[config.mk]
export PLATFORM = sky130hd
export DESIGN_NAME = yuyv_to_rgb24_converter_top
export DESIGN_NICKNAME = d
export VERILOG_FILES = /design/src/hdl/yuyv_pkg.sv /design/src/hdl/yuyv_to_rgb24_converter_top.sv
export SDC_FILE = /design/constraint.sdc
export NUM_CORES = 1
export LEC_CHECK = 0
export CELL_PAD_IN_SITES_DETAIL_PLACEMENT = 0
export CELL_PAD_IN_SITES_GLOBAL_PLACEMENT = 1
export CORE_MARGIN = 2
export CORE_UTILIZATION = 45
export DETAILED_ROUTE_END_ITERATION = 10
export DONT_BUFFER_PORTS = 1
export HOLD_SLACK_MARGIN = 0.03
export PLACE_DENSITY_LB_ADDON = 0.1
export SLEW_MARGIN = 20
export SYNTH_ARGS = -nofsm -noshare
export SYNTH_HDL_FRONTEND = slang
export SYNTH_SLANG_ARGS = --single-unit
export TNS_END_PERCENT = 30
[constraint.sdc]
create_clock -name clk -period 5.95 [get_ports clk]
set_clock_uncertainty 0.2 [all_clocks]
set_input_delay 0.8925 -clock clk [delete_from_list [all_inputs] [get_ports clk]]
set_output_delay 0.8925 -clock clk [all_outputs]
set_load 0.005 [all_outputs]
[src/hdl/yuyv_pkg.sv]
// yuyv_pkg: constants, types and arithmetic helpers for the yuyv to rgb24 converter
// no dependencies; used by the top level and the checker

package yuyv_pkg;

	localparam int ProdW  = 18;
	localparam int TermW  = 10;
	localparam int ColorW = 12;

	typedef logic signed [ProdW-1:0]  prod_t;
	typedef logic signed [TermW-1:0]  term_t;
	typedef logic signed [ColorW-1:0] color_t;
	typedef logic [7:0]               byte_t;

	localparam prod_t LUMA_GAIN   = 18'sd298;
	localparam prod_t RV_GAIN     = 18'sd409;
	localparam prod_t GU_GAIN     = 18'sd100;
	localparam prod_t GV_GAIN     = 18'sd208;
	localparam prod_t BU_GAIN     = 18'sd516;
	localparam prod_t LUMA_OFFSET = 18'sd16;
	localparam prod_t CHROMA_MID  = 18'sd128;
	localparam prod_t ROUND_BIAS  = 18'sd128;
	localparam color_t COLOR_MAX  = 12'sd255;

	typedef enum logic {
		ORDER_RGB = 1'b0,
		ORDER_BGR = 1'b1
	} order_t;

	// 298*(y-16)+128, fits 18 bits signed
	function automatic prod_t luma_prod(input byte_t y);
		prod_t d;
		d = prod_t'({10'b0, y}) - LUMA_OFFSET;
		return prod_t'(d * LUMA_GAIN) + ROUND_BIAS;
	endfunction

	// k*(c-128)+128, fits 18 bits signed for every k used here
	function automatic prod_t chroma_prod(input byte_t c, input prod_t k);
		prod_t d;
		d = prod_t'({10'b0, c}) - CHROMA_MID;
		return prod_t'(d * k) + ROUND_BIAS;
	endfunction

	// flooring shift by 8, result range -258..278
	function automatic term_t shift_term(input prod_t p);
		prod_t s;
		s = p >>> 8;
		return s[TermW-1:0];
	endfunction

	function automatic color_t widen(input term_t t);
		return color_t'(t);
	endfunction

	function automatic byte_t clamp_byte(input color_t v);
		byte_t r;
		if (v < 0) begin
			r = 8'd0;
		end else if (v > COLOR_MAX) begin
			r = 8'd255;
		end else begin
			r = v[7:0];
		end
		return r;
	endfunction

endpackage

[src/hdl/yuyv_to_rgb24_converter_top.sv]
// yuyv_to_rgb24_converter_top: three-stage pipeline, one yuyv macropixel to two rgb24 pixels
// depends on yuyv_pkg
//
// channel   direction  handshake              payload
// -------   ---------  ---------------------  ----------------------------------------------
// input     in         start && !busy         luma_first, chroma_blue, luma_second,
//                                             chroma_red, frame_end
// result    out        done (one cycle)       first_byte_a/b/c, second_byte_a/b/c, frame_last
// config    in         order_we               order_wdata (0: r,g,b  1: b,g,r)
//
// one macropixel may be started every clock; busy is held low
// each result passes through three registered stages: stage 1 holds the constant
// multiplies, stage 2 the flooring shift and color sums, stage 3 saturation and byte order
// the receiver cannot stall, so nothing in the pipeline ever waits
// arst_n clears the valid bits and the byte order register (rgb order)

module yuyv_to_rgb24_converter_top
	import yuyv_pkg::*;
(
	input  logic       clk,
	input  logic       arst_n,
	// input transfer
	input  logic       start,
	output logic       busy,
	input  logic [7:0] luma_first,
	input  logic [7:0] chroma_blue,
	input  logic [7:0] luma_second,
	input  logic [7:0] chroma_red,
	input  logic       frame_end,
	// configuration
	input  logic       order_we,
	input  logic       order_wdata,
	// result transfer
	output logic       done,
	output logic [7:0] first_byte_a,
	output logic [7:0] first_byte_b,
	output logic [7:0] first_byte_c,
	output logic [7:0] second_byte_a,
	output logic [7:0] second_byte_b,
	output logic [7:0] second_byte_c,
	output logic       frame_last
);

	// byte order register
	order_t order_q;

	// stage 1: products
	logic  vld_s1;
	logic  fe_s1;
	prod_t lp0_s1, lp1_s1, rv_s1, gu_s1, gv_s1, bu_s1;

	// stage 2: unsaturated colors
	logic   vld_s2;
	logic   fe_s2;
	color_t r0_s2, g0_s2, b0_s2, r1_s2, g1_s2, b1_s2;

	// stage 3: output bytes
	logic  vld_s3;
	logic  fe_s3;
	byte_t p0a_s3, p0b_s3, p0c_s3, p1a_s3, p1b_s3, p1c_s3;

	// stage 2 combinational terms
	color_t l0_w, l1_w, rv_w, gu_w, gv_w, bu_w;

	// stage 3 combinational saturation
	byte_t r0_w, g0_w, b0_w, r1_w, g1_w, b1_w;

	logic accept;

	// no back pressure anywhere, so the block is always ready
	assign busy   = 1'b0;
	assign accept = start && !busy;

	always_ff @(posedge clk or negedge arst_n) begin
		if (!arst_n) begin
			order_q <= ORDER_RGB;
		end else if (order_we) begin
			order_q <= order_t'(order_wdata);
		end
	end

	// valid bits
	always_ff @(posedge clk or negedge arst_n) begin
		if (!arst_n) begin
			vld_s1 <= 1'b0;
			vld_s2 <= 1'b0;
			vld_s3 <= 1'b0;
		end else begin
			vld_s1 <= accept;
			vld_s2 <= vld_s1;
			vld_s3 <= vld_s2;
		end
	end

	// stage 1: one constant multiply per term
	always_ff @(posedge clk) begin
		if (accept) begin
			lp0_s1 <= luma_prod(luma_first);
			lp1_s1 <= luma_prod(luma_second);
			rv_s1  <= chroma_prod(chroma_red, RV_GAIN);
			gu_s1  <= chroma_prod(chroma_blue, GU_GAIN);
			gv_s1  <= chroma_prod(chroma_red, GV_GAIN);
			bu_s1  <= chroma_prod(chroma_blue, BU_GAIN);
			fe_s1  <= frame_end;
		end
	end

	// stage 2: flooring shift then sums, chroma terms shared by both pixels
	always_comb begin
		l0_w = widen(shift_term(lp0_s1));
		l1_w = widen(shift_term(lp1_s1));
		rv_w = widen(shift_term(rv_s1));
		gu_w = widen(shift_term(gu_s1));
		gv_w = widen(shift_term(gv_s1));
		bu_w = widen(shift_term(bu_s1));
	end

	always_ff @(posedge clk) begin
		if (vld_s1) begin
			r0_s2 <= l0_w + rv_w;
			g0_s2 <= l0_w - gu_w - gv_w;
			b0_s2 <= l0_w + bu_w;
			r1_s2 <= l1_w + rv_w;
			g1_s2 <= l1_w - gu_w - gv_w;
			b1_s2 <= l1_w + bu_w;
			fe_s2 <= fe_s1;
		end
	end

	// stage 3: saturate to 0..255 and apply byte order
	always_comb begin
		r0_w = clamp_byte(r0_s2);
		g0_w = clamp_byte(g0_s2);
		b0_w = clamp_byte(b0_s2);
		r1_w = clamp_byte(r1_s2);
		g1_w = clamp_byte(g1_s2);
		b1_w = clamp_byte(b1_s2);
	end

	always_ff @(posedge clk) begin
		if (vld_s2) begin
			p0b_s3 <= g0_w;
			p1b_s3 <= g1_w;
			fe_s3  <= fe_s2;
			unique case (order_q)
				ORDER_RGB: begin
					p0a_s3 <= r0_w;
					p0c_s3 <= b0_w;
					p1a_s3 <= r1_w;
					p1c_s3 <= b1_w;
				end
				ORDER_BGR: begin
					p0a_s3 <= b0_w;
					p0c_s3 <= r0_w;
					p1a_s3 <= b1_w;
					p1c_s3 <= r1_w;
				end
				default: begin
					p0a_s3 <= r0_w;
					p0c_s3 <= b0_w;
					p1a_s3 <= r1_w;
					p1c_s3 <= b1_w;
				end
			endcase
		end
	end

	assign done          = vld_s3;
	assign first_byte_a  = p0a_s3;
	assign first_byte_b  = p0b_s3;
	assign first_byte_c  = p0c_s3;
	assign second_byte_a = p1a_s3;
	assign second_byte_b = p1b_s3;
	assign second_byte_c = p1c_s3;
	assign frame_last    = fe_s3;

endmodule

==> results of run 1 <==
-- stage by stage --
step | instances | setup WS, ns
2_1_floorplan | 1464 | 0.343
3_3_place_gp | 1899 | 0.445
3_5_place_dp | 1899 | 0.299
4_1_cts | 1932 | 0.788
5_1_grt | 1932 | 0.431
6_report | 1932 | 0.775
-- synthesized netlist by cell type (all sizes together) (6+ instances only) --
cell type	count
or2	9
nor3	20
nor2b	16
nor2	158
xor2	44
a21boi	13
edfxtp	179
fa	73
o21ai	54
clkbuf	16
nand3	12
ha	254
inv	233
a21o	22
nand2b	8
a31oi	6
or3	10
nand4	8
and2	13
nand2	55
a21oi	56
mux2	35
xnor2	93
o21a	15
-- layout make-up --
cell class                      count  area, um^2  share of cell area
Clock inverter                     14         126             0.00762
Clock buffer                       18         439              0.0265
Multi-Input combinational cell   1028        9050               0.545
Timing Repair Buffer                8        62.6             0.00377
Sequential cell                   183        5480               0.330
Tap cell                          448         561              0.0338
Inverter                          233         875              0.0527
-- worst reg2reg max path: stages (launching register included) --
cell	delay, ns
edfxtp_1	0.54
fa_1	0.61
inv_1	0.05
ha_1	0.17
o21a_1	0.17
o21ai_0	0.19
a21boi_0	0.16
o21a_1	0.21
o31ai_1	0.31
a21oi_1	0.16
a2111oi_0	0.44
a21o_1	0.13
-- metal layers --
metal  vias to the layer above  share of wire  global-route usage
li1                       4985              -                   -
met1                      4643           0.48               0.239
met2                       108           0.49               0.310
met3                        18          0.025              0.0241
met4                         0         0.0082              0.0379
met5                         -              0                   0
-- power by group through the flow --
stage	Clock, mW	Sequential (mW)	Combinational [mW]
finish	1.10	2.68	4.53
global placement	0	2.72	4.52
detailed placement	0	2.72	4.54
global route	1.18	2.74	5.24
floorplan	0	2.50	3.70
CTS	1.14	2.70	4.59
-- registers in the layout, indices dropped and copies added (netlist names), 10 cells and up --
signal  count
b0_s2      11
b1_s2      11
bu_s1      10
g0_s2      12
g1_s2      12
gu_s1      10
gv_s1      10
lp0_s1     10
lp1_s1     10
r0_s2      11
r1_s2      11
rv_s1      10
-- worst max path at each step --
stage	start	endpoint	slack [ns]	depth (start not counted)
CTS	luma_second[4]	lp1_s1[17]	0.79	17
detailed placement	luma_second[4]	lp1_s1[17]	0.30	17
global placement	luma_second[4]	lp1_s1[17]	0.45	17
floorplan	luma_first[4]	lp0_s1[17]	0.34	18
global route	luma_first[4]	lp0_s1[17]	0.43	18
finish	luma_first[4]	lp0_s1[17]	0.78	17
-- kinds of logic (layout without fill, tap and decap cells) --
kind of cell / after synthesis / in the layout / synth area share
simple gates: 328 / 328 / 0.0982
fa+ha+maj: 327 / 327 / 0.300
buf+inv: 253 / 273 / 0.0616
compound gates: 198 / 198 / 0.0806
flops: 183 / 183 / 0.354
xor+xnor: 138 / 138 / 0.0795
mux: 36 / 36 / 0.0261
other cells: 1 / 1 / 0.000242
==> metrics.txt, run 1 <==
status finished, final reports clean; ys flop type edfxtp_1; leakage power 7.52 nW; syn avg cell area around 11 um^2; share of the yosys chip area belonging to registers 0.354; hold crit path type reg -> reg; PortBufs 0; worst r2r path cells 11; number of max-cap violations 0; reg2reg setup slack 2.49 ns; core box area 33700 um^2; cts hold-fix bufs 1; Comb pwr share 0.545; Pins Over Slew Limit 0; share of cells above drive strength 1 0.0640; R2R Path End g0_s2[11]; Cell Pwr Density 501 nW/um^2; commonest cells after routing, fill and taps aside ha_1, inv_1, edfxtp_1; total CTS buffers 17; gpl congestion 0.797; drt total wl 30700 um; top cell type's share of synthesized area 0.347; global-route wire length before repair between 40000 and 50000 um; final setup fails 0; Crit path largest cell delay 0.57 ns; Critical R2R Launch lp0_s1[8]; Setup Total Neg Slack 0 ns; Int Power between 4 and 5 mW; Critical path buffers and inverters 2; Max Root-Sink Buffers 2; WS Path Type in -> reg; switching share of power 0.409; num rows 67; largest fanout on the critical path 5; H-tree levels 4; total power around 8.3 mW; overall die width 189 um; vias in the first global route approximately 9700; post_cts resized 0; post-route cell area roughly 17000 um^2; CTS Root Cell clkbuf_16; routed len/inst 15.9 um; initial antenna violation count 0; Fin Hold WS 0.223 ns; CTS tree yes; CTS sink cnt 183; #FFs+latches synth 183; Worst Path Required 5.93 ns; Worst VDD drop 0.304 mV; Post-synth ARST share 0.0219; hold endpoint fe_s2; HP Start fe_s1; EDFF count, synth 179; Synth Warn # 0; most common cell after layout, fill and taps aside ha_1; Worst path slowest cell fa_1; Initial Utilization 0.459; delay-heaviest family, CP adder cells; RSZ-0062 raised after global routing no; measured slew at the worst slew-check pin roughly 0.89 ns; part of the power in the clock network 0.133; Post-layout nets 1836; Synthesized Nets between 1500 and 2000; All-Layer GR Usage 0.179; Post-DRT Antenna Nets 0; sequential share of power 0.322; Fillers 3165; Gate Count Post-Synth 1464; Highest Clock Rate 0.193 GHz; largest net degree at the start of global routing 71; initial DRC count 450; most frequent CP cell ha_1; Arr. time, crit path 5.16 ns; crit start category input pin; Skew-Pair Late Insertion Delay around 0.45 ns; diode count 0; Psw between 3 and 4 mW; Max transition margin 0.409; Worst Setup End Kind register; clk slew on worst S/H paths around 0.070 ns; Residual DRC 0; Yosys cell types 59; Final Cycle Share 0.870; final core utilization 0.492; IO Pins 89; gr ovfl total 0; Critical Path, Cell by Cell inv_1 > ha_1 > xor2_1 > ha_1 > ha_1 > ha_1 > fa_1 > inv_1 > fa_1 > nor2b_1 > o2111ai_1 > nand3b_1 > xor2_1 > nand4_1 > nor2_1 > nand4_1 > xnor3_1; minimum clock period 5.17 ns; drt first pass iters 4; leading area contributor after synthesis edfxtp_1; DR vias/cell between 5 and 6; Placed Area about 16000 um^2; post-DP HPWL ~25000 um; Hold Fails Final Rpt 0; chip height roughly 190 um; P&R area growth vs syn 7.25%; Synth area leaders edfxtp_1, ha_1, fa_1; hold path cells 0; Synth Cell Area between 15000 and 20000 um^2; die footprint 35900 um^2; routed vias 9754; number of setup buffers added after CTS 0
No activity file was read; power rests on OpenSTA's default activity.
==> run 2, diff against run 1 <==
--- a/config.mk
+++ b/config.mk
@@ -12,8 +12,7 @@
 export DETAILED_ROUTE_END_ITERATION = 10
 export DONT_BUFFER_PORTS = 1
 export HOLD_SLACK_MARGIN = 0.03
-export PLACE_DENSITY_LB_ADDON = 0.1
-export SLEW_MARGIN = 20
+export PLACE_DENSITY_LB_ADDON = 0.05
 export SYNTH_ARGS = -nofsm -noshare
 export SYNTH_HDL_FRONTEND = slang
 export SYNTH_SLANG_ARGS = --single-unit
==> constraint.sdc (replaced) <==
create_clock -name clk -period 4.16 [get_ports clk]
set_clock_uncertainty 0.2 [all_clocks]
set_input_delay 0.624 -clock clk [delete_from_list [all_inputs] [get_ports clk]]
set_output_delay 0.624 -clock clk [all_outputs]
set_load 0.005 [all_outputs]
==> metrics.txt, run 2 (synthesis results as in run 1) <==
status finished with violations (was finished, final reports clean); failing checks setup timing; hold path cells 0 (unchanged); Worst Setup End Kind register (unchanged); Residual DRC 0 (unchanged); commonest cells after routing, fill and taps aside ha_1, inv_1, edfxtp_1 (unchanged); core box area 33700 um^2 (unchanged); leakage power 8.28 nW (was 7.52 nW); die footprint 35900 um^2 (unchanged); gr ovfl total 0 (unchanged); Placed Cells incl. Taps 2017 (was 1899); total CTS buffers 17 (unchanged); number of max-cap violations 0 (unchanged); CTS Root Cell clkbuf_16 (unchanged); initial DRC count 507 (was 450); Arr. time, crit path 4.18 ns (was 5.16 ns); chip height 189 um (unchanged); reg2reg setup slack 0.66 ns (was 2.49 ns); drt total wl 31600 um (was 30700 um); Layout Cells excl Fill 2065 (was 1932); Post-DRT Antenna Nets 0 (unchanged); CTS tree yes (unchanged); delay-heaviest family, CP adder cells (unchanged); Pins Over Slew Limit 0 (unchanged); P&R area growth vs syn 18.5% (was 7.25%); Highest Clock Rate 0.238 GHz; WL met1 15200 um (was 14700 um); largest net degree at the start of global routing 63 (was 71); Cell Pwr Density 729 nW/um^2 (was 501 nW/um^2); post-route cell area 18300 um^2 (was 16600 um^2); Skew-Pair Late Insertion Delay 0.44 ns (was 0.45 ns); largest fanout on the critical path 4 (was 5); Int Power 8.05 mW (was 4.91 mW); hold endpoint fe_s1 (was fe_s2); Critical R2R Launch lp0_s1[10] (was lp0_s1[8]); met3 wire len 695 um (was 771 um); crit start category input pin (unchanged); DR vias/cell 4.97 (was 5.05); Crit. Startpoint luma_first[4] (unchanged); hold crit path type in -> reg (was reg -> reg); Final Cycle Share 1.01; post-DP HPWL 26200 um (was 25400 um); sequential share of power 0.287 (was 0.322); worst r2r path cells 10 (was 11); Crit path largest cell delay 0.51 ns (was 0.57 ns); routed len/inst 15.3 um (was 15.9 um); Fillers 3026 (was 3165); PortBufs 0 (unchanged); final core utilization 0.544 (was 0.492); minimum clock period 4.21 ns; final setup fails 1 (was 0); gpl congestion 0.836 (was 0.797); drt first pass iters 5 (was 4); Placed Area 17100 um^2 (was 16000 um^2); measured slew at the worst slew-check pin 1.21 ns (was 0.886 ns); IO Pins 89 (unchanged); part of the power in the clock network 0.122 (was 0.133); Setup Total Neg Slack -0.0452 ns (was 0 ns); registers with the most flip-flops g0_s2: 12 flops, g1_s2: 12 flops (unchanged); HP Start frame_end (was fe_s1); diode count 0 (unchanged); Max transition margin 0.194 (was 0.409); initial antenna violation count 0 (unchanged); H-tree levels 4 (unchanged); routed vias 10300 (was 9754); num rows 67 (unchanged); Fin Hold WS 0.0773 ns (was 0.223 ns); Worst path slowest cell fa_1 (unchanged); Comb pwr share 0.590 (was 0.545); Critical path buffers and inverters 3 (was 2); Post-layout nets 1969 (was 1836); Worst VDD drop 0.390 mV (was 0.304 mV); Final WS setup -0.0452 ns (was 0.775 ns); global-route wire length before repair 51800 um (was 49600 um); clk slew on worst S/H paths 0.07 ns (about the same); WS Path Type in -> reg (unchanged); R2R Path End g0_s2[10] (was g0_s2[11]); Critical Path, Cell by Cell inv_16 > ha_4 > nor3b_4 > ha_1 > ha_1 > inv_2 > fa_1 > fa_1 > inv_2 > ha_4 > a21oi_4 > nand2b_4 > a31oi_2 > a21o_1 > a21oi_2 > xnor2_2 > nand4_1 > xnor3_1 (was inv_1 > ha_1 > xor2_1 > ha_1 > ha_1 > ha_1 > fa_1 > inv_1 > fa_1 > nor2b_1 > o2111ai_1 > nand3b_1 > xor2_1 > nand4_1 > nor2_1 > nand4_1 > xnor3_1); Worst Path Required 4.14 ns (was 5.93 ns); overall die width 189 um (unchanged); switching share of power 0.399 (was 0.409); vias in the first global route 10300 (was 9710); Psw 5.33 mW (was 3.40 mW); Top Layer Used met4 (unchanged); Hold Fails Final Rpt 0 (unchanged); Initial Utilization 0.459 (unchanged); most common cell after layout, fill and taps aside ha_1 (unchanged); WL met2 15200 um (was 15000 um); Max Root-Sink Buffers 2 (unchanged); RSZ-0062 raised after global routing yes (was no); All-Layer GR Usage 0.184 (was 0.179); share of cells above drive strength 1 0.192 (was 0.0640); CTS sink cnt 183 (unchanged)
[run 2: cell count changes in the layout (fill, tap and decap cells not counted), sizes merged]
| cell | previous run | this run |
|---|---|---|
| dlygate4sd3 | 1 | 2 |
| inv | 242 | 239 |
| clkinv | 4 | 3 |
| buf | 7 | 139 |
| clkinvlp | 1 | 3 |
| bufinv | 0 | 2 |
[run 2: worst reg2reg max path, stage by stage (launching register included)]
cell	delay [ns]
edfxtp_1	0.52
fa_1	0.51
ha_1	0.35
nor2b_1	0.15
o21ai_0	0.19
a21boi_0	0.15
o21ai_0	0.24
a21oi_1	0.13
o21ai_0	0.26
or4b_1	0.46
o311ai_0	0.13
[run 2: per-stage QoR]
| step | setup slack (ns) | total power, mW |
|---|---|---|
| after floorplan | -0.610 | 9.04 |
| after global placement | -0.762 | 11.3 |
| after detailed placement | -0.806 | 11.4 |
| after CTS | -0.0445 | 13.3 |
| after global routing | -0.216 | 14.6 |
| final | -0.0452 | 13.4 |
[run 2: power groups by stage]
stage          clock network (mW)  logic, mW  registers, mW
6_report                     1.63       7.90           3.85
5_1_grt                      1.73       8.97           3.93
4_1_cts                      1.67       7.74           3.87
2_1_floorplan                   0       5.46           3.58
3_5_place_dp                    0       7.51           3.91
3_3_place_gp                    0       7.44           3.89
[run 2: repair_timing]
item | CTS | global route
pin swaps | 51 | 42
setup endpoints to repair | 15 | 15
hold buffers | 2 | 0
gates resized for setup | 49 | 40
buffers inserted | 7 | 7
endpoints found under the hold margin | 5 | 0
[run 2: worst max-delay path by stage]
stage                      end  slack [ns]  depth (start not counted)
CTS                 lp0_s1[17]       -0.04                         18
finish              lp0_s1[17]       -0.05                         18
global placement    lp0_s1[17]       -0.76                         17
global route        lp0_s1[17]       -0.22                         18
floorplan           lp0_s1[17]       -0.61                         18
detailed placement  lp0_s1[17]       -0.81                         17
[run 2: layout make-up]
class,count,area (um^2),share of cell area
repair buffers,141,1070,0.0584
well taps,448,561,0.0306
multi-input cells,1028,9730,0.530
clock inverters,14,166,0.00907
inverters,233,906,0.0494
flip-flops and latches,183,5480,0.299
clock buffers,18,429,0.0234
[run 2: layer usage]
layer  vias to the layer above  GRT usage
met5                         -          0
met4                         0     0.0394
met3                        31     0.0326
met2                       119      0.309
met1                      4858      0.250
li1                       5263          -
